### src/design/fdse_pkg.sv
// Shared types, constants and helper functions of the frame difference span extractor.
package fdse_pkg;

  localparam logic [10:0] MaxWidth  = 11'd1024;
  localparam logic [10:0] MaxHeight = 11'd1024;
  localparam int unsigned QDepth    = 2;

  typedef enum logic [2:0] {
    RegFrameWidth  = 3'd0,
    RegFrameHeight = 3'd1,
    RegMergeGap    = 3'd2,
    RegInterlace   = 3'd3,
    RegFieldParity = 3'd4
  } cfg_idx_e;

  typedef struct packed {
    logic [10:0] frame_width;
    logic [10:0] frame_height;
    logic [7:0]  merge_gap;
    logic        interlace_enable;
    logic        field_parity;
  } cfg_t;

  typedef struct packed {
    logic [15:0] new_pixel;
    logic [15:0] shown_pixel;
  } pixel_t;

  typedef struct packed {
    logic [9:0]  span_start_x;
    logic [10:0] span_end_x;
    logic [9:0]  span_row;
    logic [10:0] span_size;
  } span_t;

  typedef struct packed {
    logic       differs;
    logic       last;
    logic [9:0] column;
    logic [9:0] row;
  } entry_t;

  function automatic logic [10:0] eff_dim(input logic [10:0] v, input logic [10:0] max_v);
    logic [10:0] r;
    r = v;
    if (v == 11'd0) begin
      r = 11'd1;
    end else if (v > max_v) begin
      r = max_v;
    end
    return r;
  endfunction

  function automatic logic [9:0] first_row(input cfg_t c);
    logic [9:0] r;
    r = 10'd0;
    if (c.interlace_enable && ({10'd0, c.field_parity} < eff_dim(c.frame_height, MaxHeight))) begin
      r = {9'd0, c.field_parity};
    end
    return r;
  endfunction

endpackage

### src/design/frame_diff_span_extractor.sv
// Top level of the frame difference span extractor: configuration registers and wiring.
// The block compares one new pixel word against the shown pixel each clock and reports
// runs of changed pixels per row as span words. It accepts one pixel word per cycle while
// the span output is not stalled; the front end classifies each word in the cycle it is
// accepted, a two-entry queue decouples it from the span tracker, and the tracker takes
// no queue entry while a finished span waits unread in its output register. An accepted
// closing pixel enters the queue, and its span is registered when the tracker pops it.
// Writing the interlace or parity register restarts the scan at column 0 of the first
// row of the field and drops any open span.
module frame_diff_span_extractor (
  input  logic             clk_i,
  input  logic             rst_ni,
  input  logic             cfg_we_i,
  input  logic [2:0]       cfg_idx_i,
  input  logic [10:0]      cfg_wdata_i,
  input  logic             in_valid_i,
  output logic             in_ready_o,
  input  fdse_pkg::pixel_t in_word_i,
  output logic             out_valid_o,
  input  logic             out_ready_i,
  output fdse_pkg::span_t  out_word_o
);
  import fdse_pkg::*;

  cfg_t   cfg_q, cfg_d;
  logic   restart;
  logic   q_ready;
  logic   q_push;
  logic   q_pop;
  logic   q_valid;
  entry_t push_entry;
  entry_t pop_entry;

  always_comb begin
    cfg_d   = cfg_q;
    restart = 1'b0;
    if (cfg_we_i) begin
      case (cfg_idx_i)
        RegFrameWidth:  cfg_d.frame_width  = cfg_wdata_i;
        RegFrameHeight: cfg_d.frame_height = cfg_wdata_i;
        RegMergeGap:    cfg_d.merge_gap    = cfg_wdata_i[7:0];
        RegInterlace: begin
          cfg_d.interlace_enable = cfg_wdata_i[0];
          restart                = 1'b1;
        end
        RegFieldParity: begin
          cfg_d.field_parity = cfg_wdata_i[0];
          restart            = 1'b1;
        end
        default: cfg_d = cfg_q;
      endcase
    end
  end

  always_ff @(posedge clk_i or negedge rst_ni) begin
    if (!rst_ni) begin
      cfg_q.frame_width      <= 11'd240;
      cfg_q.frame_height     <= 11'd320;
      cfg_q.merge_gap        <= 8'd4;
      cfg_q.interlace_enable <= 1'b0;
      cfg_q.field_parity     <= 1'b0;
    end else begin
      cfg_q <= cfg_d;
    end
  end

  fdse_front u_front (
    .clk_i      (clk_i),
    .rst_ni     (rst_ni),
    .cfg_i      (cfg_q),
    .cfg_next_i (cfg_d),
    .restart_i  (restart),
    .in_valid_i (in_valid_i),
    .in_ready_o (in_ready_o),
    .in_word_i  (in_word_i),
    .q_ready_i  (q_ready),
    .q_push_o   (q_push),
    .q_entry_o  (push_entry)
  );

  fdse_queue u_queue (
    .clk_i        (clk_i),
    .rst_ni       (rst_ni),
    .push_i       (q_push),
    .push_entry_i (push_entry),
    .ready_o      (q_ready),
    .pop_i        (q_pop),
    .valid_o      (q_valid),
    .pop_entry_o  (pop_entry)
  );

  fdse_back u_back (
    .clk_i       (clk_i),
    .rst_ni      (rst_ni),
    .cfg_i       (cfg_q),
    .restart_i   (restart),
    .q_valid_i   (q_valid),
    .q_entry_i   (pop_entry),
    .q_pop_o     (q_pop),
    .out_valid_o (out_valid_o),
    .out_ready_i (out_ready_i),
    .out_word_o  (out_word_o)
  );

  assert property (@(posedge clk_i) disable iff (!rst_ni)
    out_valid_o |-> (out_word_o.span_size ==
                     out_word_o.span_end_x - {1'b0, out_word_o.span_start_x}))
    else $error("Span size does not match its end and start.");

  assert property (@(posedge clk_i) disable iff (!rst_ni)
    out_valid_o |-> (out_word_o.span_end_x > {1'b0, out_word_o.span_start_x}))
    else $error("Span word is empty.");

  assert property (@(posedge clk_i) disable iff (!rst_ni)
    !in_ready_o |-> q_valid)
    else $error("Input stalled while the queue is empty.");

  assert property (@(posedge clk_i) disable iff (!rst_ni)
    q_pop |-> q_valid)
    else $error("Queue popped while empty.");

endmodule

### src/design/fdse_front.sv
// Front end: accepts pixel words, compares them and tracks the scan position.
module fdse_front (
  input  logic            clk_i,
  input  logic            rst_ni,
  input  fdse_pkg::cfg_t  cfg_i,
  input  fdse_pkg::cfg_t  cfg_next_i,
  input  logic            restart_i,
  input  logic            in_valid_i,
  output logic            in_ready_o,
  input  fdse_pkg::pixel_t in_word_i,
  input  logic            q_ready_i,
  output logic            q_push_o,
  output fdse_pkg::entry_t q_entry_o
);
  import fdse_pkg::*;

  logic [9:0]  column_q, column_d;
  logic [9:0]  row_q, row_d;
  logic [10:0] col_inc;
  logic [10:0] row_inc;
  logic [10:0] width;
  logic [10:0] height;
  logic        last;
  logic        accept;

  assign width   = eff_dim(cfg_i.frame_width, MaxWidth);
  assign height  = eff_dim(cfg_i.frame_height, MaxHeight);
  assign col_inc = {1'b0, column_q} + 11'd1;
  assign row_inc = {1'b0, row_q} + (cfg_i.interlace_enable ? 11'd2 : 11'd1);
  assign last    = (col_inc >= width);

  assign in_ready_o = q_ready_i;
  assign accept     = in_valid_i && q_ready_i;
  assign q_push_o   = accept;

  always_comb begin
    q_entry_o.differs = (in_word_i.new_pixel != in_word_i.shown_pixel);
    q_entry_o.last    = last;
    q_entry_o.column  = column_q;
    q_entry_o.row     = row_q;
  end

  always_comb begin
    column_d = column_q;
    row_d    = row_q;
    if (restart_i) begin
      column_d = 10'd0;
      row_d    = first_row(cfg_next_i);
    end else if (accept) begin
      if (last) begin
        column_d = 10'd0;
        if (row_inc >= height) begin
          row_d = first_row(cfg_i);
        end else begin
          row_d = row_inc[9:0];
        end
      end else begin
        column_d = col_inc[9:0];
      end
    end
  end

  always_ff @(posedge clk_i or negedge rst_ni) begin
    if (!rst_ni) begin
      column_q <= 10'd0;
      row_q    <= 10'd0;
    end else begin
      column_q <= column_d;
      row_q    <= row_d;
    end
  end

endmodule

### src/design/fdse_queue.sv
// Two-entry queue between the front end and the span tracker.
module fdse_queue (
  input  logic             clk_i,
  input  logic             rst_ni,
  input  logic             push_i,
  input  fdse_pkg::entry_t push_entry_i,
  output logic             ready_o,
  input  logic             pop_i,
  output logic             valid_o,
  output fdse_pkg::entry_t pop_entry_o
);
  import fdse_pkg::*;

  entry_t     mem_q [QDepth];
  logic       wr_ptr_q, wr_ptr_d;
  logic       rd_ptr_q, rd_ptr_d;
  logic [1:0] count_q, count_d;

  assign ready_o     = (count_q != 2'(QDepth));
  assign valid_o     = (count_q != 2'd0);
  assign pop_entry_o = mem_q[rd_ptr_q];

  always_comb begin
    wr_ptr_d = wr_ptr_q;
    rd_ptr_d = rd_ptr_q;
    count_d  = count_q;
    if (push_i) begin
      wr_ptr_d = ~wr_ptr_q;
    end
    if (pop_i) begin
      rd_ptr_d = ~rd_ptr_q;
    end
    case ({push_i, pop_i})
      2'b10:   count_d = count_q + 2'd1;
      2'b01:   count_d = count_q - 2'd1;
      default: count_d = count_q;
    endcase
  end

  always_ff @(posedge clk_i) begin
    if (push_i) begin
      mem_q[wr_ptr_q] <= push_entry_i;
    end
  end

  always_ff @(posedge clk_i or negedge rst_ni) begin
    if (!rst_ni) begin
      wr_ptr_q <= 1'b0;
      rd_ptr_q <= 1'b0;
      count_q  <= 2'd0;
    end else begin
      wr_ptr_q <= wr_ptr_d;
      rd_ptr_q <= rd_ptr_d;
      count_q  <= count_d;
    end
  end

endmodule

### src/design/fdse_back.sv
// Back end: tracks the open span and holds the output word register.
module fdse_back (
  input  logic             clk_i,
  input  logic             rst_ni,
  input  fdse_pkg::cfg_t   cfg_i,
  input  logic             restart_i,
  input  logic             q_valid_i,
  input  fdse_pkg::entry_t q_entry_i,
  output logic             q_pop_o,
  output logic             out_valid_o,
  input  logic             out_ready_i,
  output fdse_pkg::span_t  out_word_o
);
  import fdse_pkg::*;

  logic        open_q, open_d;
  logic [9:0]  start_q, start_d;
  logic [10:0] end_q, end_d;
  logic [7:0]  gap_q, gap_d;
  logic        out_valid_q, out_valid_d;
  span_t       out_word_q, out_word_d;
  logic        emit;

  assign q_pop_o     = q_valid_i && (!out_valid_q || out_ready_i);
  assign out_valid_o = out_valid_q;
  assign out_word_o  = out_word_q;

  always_comb begin
    open_d      = open_q;
    start_d     = start_q;
    end_d       = end_q;
    gap_d       = gap_q;
    emit        = 1'b0;
    out_valid_d = out_valid_q && !out_ready_i;
    out_word_d  = out_word_q;
    if (restart_i) begin
      open_d  = 1'b0;
      start_d = 10'd0;
      end_d   = 11'd0;
      gap_d   = 8'd0;
    end else if (q_pop_o) begin
      if (q_entry_i.differs) begin
        if (!open_q) begin
          open_d  = 1'b1;
          start_d = q_entry_i.column;
        end
        end_d = {1'b0, q_entry_i.column} + 11'd1;
        gap_d = 8'd0;
      end else if (open_q) begin
        if (gap_q >= cfg_i.merge_gap) begin
          emit = 1'b1;
        end else begin
          gap_d = gap_q + 8'd1;
        end
      end
      if (q_entry_i.last && open_d) begin
        emit = 1'b1;
      end
      if (emit) begin
        open_d                  = 1'b0;
        gap_d                   = 8'd0;
        out_valid_d             = 1'b1;
        out_word_d.span_start_x = start_d;
        out_word_d.span_end_x   = end_d;
        out_word_d.span_row     = q_entry_i.row;
        out_word_d.span_size    = end_d - {1'b0, start_d};
      end
    end
  end

  always_ff @(posedge clk_i) begin
    out_word_q <= out_word_d;
  end

  always_ff @(posedge clk_i or negedge rst_ni) begin
    if (!rst_ni) begin
      open_q      <= 1'b0;
      start_q     <= 10'd0;
      end_q       <= 11'd0;
      gap_q       <= 8'd0;
      out_valid_q <= 1'b0;
    end else begin
      open_q      <= open_d;
      start_q     <= start_d;
      end_q       <= end_d;
      gap_q       <= gap_d;
      out_valid_q <= out_valid_d;
    end
  end

endmodule
### config.mk
export PLATFORM = sky130hd
export DESIGN_NAME = frame_diff_span_extractor
export DESIGN_NICKNAME = d
export VERILOG_FILES = /design/src/design/fdse_pkg.sv /design/src/design/frame_diff_span_extractor.sv /design/src/design/fdse_front.sv /design/src/design/fdse_queue.sv /design/src/design/fdse_back.sv
export SDC_FILE = /design/constraint.sdc
export NUM_CORES = 1
export LEC_CHECK = 0
export BUFFER_PORTS_ARGS = -buffer_cell sky130_fd_sc_hd__buf_4
export CAP_MARGIN = 20
export CORE_MARGIN = 3
export CORE_UTILIZATION = 35
export CTS_CLUSTER_DIAMETER = 120
export DETAILED_ROUTE_END_ITERATION = 12
export GPL_TIMING_DRIVEN = 0
export PLACE_DENSITY = 0.59
export SYNTH_ARGS = -nofsm -noshare
export SYNTH_HDL_FRONTEND = slang
export SYNTH_SLANG_ARGS = --single-unit
### constraint.sdc
create_clock -name clk_i -period 7.95 [get_ports clk_i]
set_input_delay 1.1925 -clock clk_i [delete_from_list [all_inputs] [get_ports clk_i]]
set_output_delay 1.1925 -clock clk_i [all_outputs]
set_load 0.005 [all_outputs]
==> flow_summary.yaml <==
clock_network:
  cts_max_level: 4
  cts.path.max_buffers: 2
  clock-sinks: 173
  postCtsSetupBuffers: 0
  insertion_delay_ns: 0.44
  cts_tree: "yes"
  hold_buffers: 0
  cts_root_buf: "clkbuf_16"
  clkTransAtPathRegs_ns: 0.08
  cts_made_buffers: 17
  cts_resized: 0
logic_synthesis:
  synth.area.top_cells: "edfxtp_1 (30%), dfrtp_1 (23%), ha_1 (6.6%)"
  ys_types: 63
  yosysTopAreaCellShare_pct: 29.8
  muxShareOfSynthArea_pct: 5.78
  syn_avg_cell_area_um2: 11.3
  yosysWarnings: 0
  synthSimpleGateAreaFrac_pct: 13.4
  async_flop_share_pct: 50.3
  synth_compound_area_share_pct: 10.8
  synth-seq-area-share_pct: 55.0
  yosysTopAreaCell: "edfxtp_1"
  synth_top_family_by_area: "simple AND/OR/NAND/NOR gates"
  synth-seq-cells: 173
  synth-xor-area-share_pct: 5.25
  synthesis.nets: 864
  synthFlopType: "edfxtp_1"
  syn_area_mm2: 0.00868
  synth_edf_count: 86
  synth_adder_area_share_pct: 7.09
  syn_inst: 765
route:
  wl_per_cell_um: 15.4
  wl_um: 18700
  drc: 0
  vias_per_cell: 4.95
  ant_nets: 0
  drt_iter0_drc: 274
  vias: 6029
  firstDrtPassIters: 5
pwr:
  clock_power_share_pct: 22.0
  vdd_ir_drop_max_mv: 0.158
  seq_power_share_pct: 36.8
  power_density_mw_per_mm2: 378
  power_mw: 3.98
  sw_frac_of_total_pct: 37.0
  power.internal_mw: 2.51
  pwr-share-comb_pct: 41.2
  p_leak_nw: 4.45
  switching_power_mw: 1.47
floorplan:
  start_util_pct: 36.3
  ios: 95
  rows: 56
  die_x_um: 163
  die_area_mm2: 0.0267
  coreArea_mm2: 0.0239
  die_y_um: 163
setup_path:
  critPathMaxFanout: 10
  crit_type: "reg -> reg"
  start_kind: "flop"
  worstPathArrival_ns: 3.97
  r2r-start: "u_queue.rd_ptr_q"
  cp.required_ns: 8.14
  critPathCaptureType: "flop"
  critPathLaunch: "u_queue.rd_ptr_q"
sta:
  finalMaxSlewViolations: 0
  period_share_pct: 47.6
  setup_viol: 0
  finClkSkew_ns: 0.0181
  hold_violations: 0
  slew_headroom_pct: 39.9
  max_freq_mhz: 264
  tightest_slew_ns: 0.892
  rsz0062_at_grt: "false"
  finalCriticalPeriod_ns: 3.78
placed_design:
  dp.cells: 1185
  io_buffers: 94
  routabilityCongestion: 0.827
  place_hpwl_um: 13900
final_layout:
  nNetsFinal: 985
  final_layout_size_suffix_gt1_share_pct: 21.4
  fin_util_pct: 44.1
  n_antenna_cell: 0
  area_delta_synth_final_pct: 21.3
  final_cells: 1218
global_routing:
  first_global_vias: 6036
  grt_usage_pct: 14.6
  antenna_found_initial: 0
  grt_overflow_total: 0
  grt_max_degree: 64
  grt_pass1_wl_um: 30900
min_path:
  hp-class: "reg -> reg"
  min_from: "u_back.end_q[7]"
status:
  status: "finished, final reports clean"
run:
  max_cap_viol_count: 0
==> cells in the mapped netlist (all sizes together), types with 19 or more instances <==
cell	instances
nand2	95
edfxtp	86
dfrtp	80
nor2	57
ha	46
o21ai	45
a21oi	40
inv	33
mux2	33
xor2	30
xnor2	22
nand3	21
a22o	19
==> stage by stage <==
stage	TNS, ns	setup WS, ns	hold slack [ns]	area, um2
final	0	4.17	0.490	10500
after global routing	0	3.82	0.530	10500
after CTS	0	4.13	0.487	10500
after detailed placement	0	4.03	0.470	9870
after global placement	-27.95	-0.670	0.467	9780
after floorplan	0	1.54	0.450	8680
==> cells in the final DEF, fill, tap and decap left out, types with 5 or more instances in the layout <==
cell and instances:
inv_1 33, xnor2_1 22, nand4_1 5, edfxtp_1 86, nand2_1 95, nor4_1 7, nor2_1 56, ha_1 46
xor2_1 30, a22o_1 19, nor3_1 7, nor2b_1 7, a21o_1 8, mux2_2 33, o21ai_0 44, and3_1 9
a21oi_1 40, mux2i_1 13, clkbuf_1 16, nand2b_1 7, dfstp_2 7, clkbuf_16 17, nand3_1 21, buf_4 102
inv_8 5, and2_1 5, dfrtp_1 80, a211oi_1 6
==> power groups by stage <==
stage / Sequential [mW] / Clock, mW / Combinational [mW]
2_1_floorplan: 1.47 / 0 / 1.13
3_3_place_gp: 1.49 / 0 / 1.58
5_1_grt: 1.49 / 0.936 / 1.87
6_report: 1.46 / 0.877 / 1.64
4_1_cts: 1.47 / 0.897 / 1.65
3_5_place_dp: 1.48 / 0 / 1.64
==> path summary, 6_finish.rpt <==
path,to,slack (ns),cells past startpoint
hold / removal,u_back.end_q[7],0.49,2
setup / recovery,u_back.out_word_o[10],4.17,14
min in group asynchronous,u_queue.count_q[1],0.66,1
max in group asynchronous,cfg_q[25],6.60,2
hold reg to reg,u_back.end_q[7],0.49,2
setup reg to reg,u_back.out_word_o[10],4.17,14
==> critical path, cell delays in order (launching register included) <==
cell and delay, ns:
dfrtp_1 0.37, buf_4 0.17, mux2i_1 0.17, nor2_1 0.13, clkbuf_1 0.44, nor2_1 0.07, a21oi_1 0.21, ha_1 0.23
inv_1 0.06, fa_1 0.40, a21oi_1 0.24, o211ai_1 0.18, o41ai_1 0.47, o21ai_0 0.23, xnor2_1 0.16
==> cell families after synthesis <==
| group | count (synthesis) |
|---|---|
| AND/OR/NAND/NOR | 243 |
| flip-flops | 173 |
| AO/OA/AOI/OAI | 146 |
| buffers and inverters | 57 |
| XOR/XNOR | 52 |
| adder cells (fa/ha/maj) | 48 |
| multiplexers | 46 |
==> registers in the layout, indices dropped and copies added (netlist names) <==
signal,flops
u_queue.mem_q,44
u_queue.wr_ptr_q,1
u_queue.rd_ptr_q,1
u_back.gap_q,8
cfg_q,32
u_back.start_q,10
u_front.column_q,10
u_back.out_word_o,42
u_back.out_valid_o,1
u_back.open_q,1
u_front.row_q,10
u_queue.count_q,2
u_back.end_q,11
==> per-layer routing <==
metal	vias up	GRT usage, %	wire (um)
li1	3012	-	-
met5	-	0	0
met3	20	3.32	781
met2	135	24.2	8880
met1	2862	19.3	8850
met4	0	4.04	207
==> area by class of cell <==
type	count	area (um2)
fill	2242	13400
sequential	173	4770
multi-input combinational	535	3680
timing repair buffer	102	813
clock buffer	17	425
tap	319	399
clock inverter	15	203
inverter	34	128
buffer	23	106
Note: power is estimated with default switching activity, not from simulation.
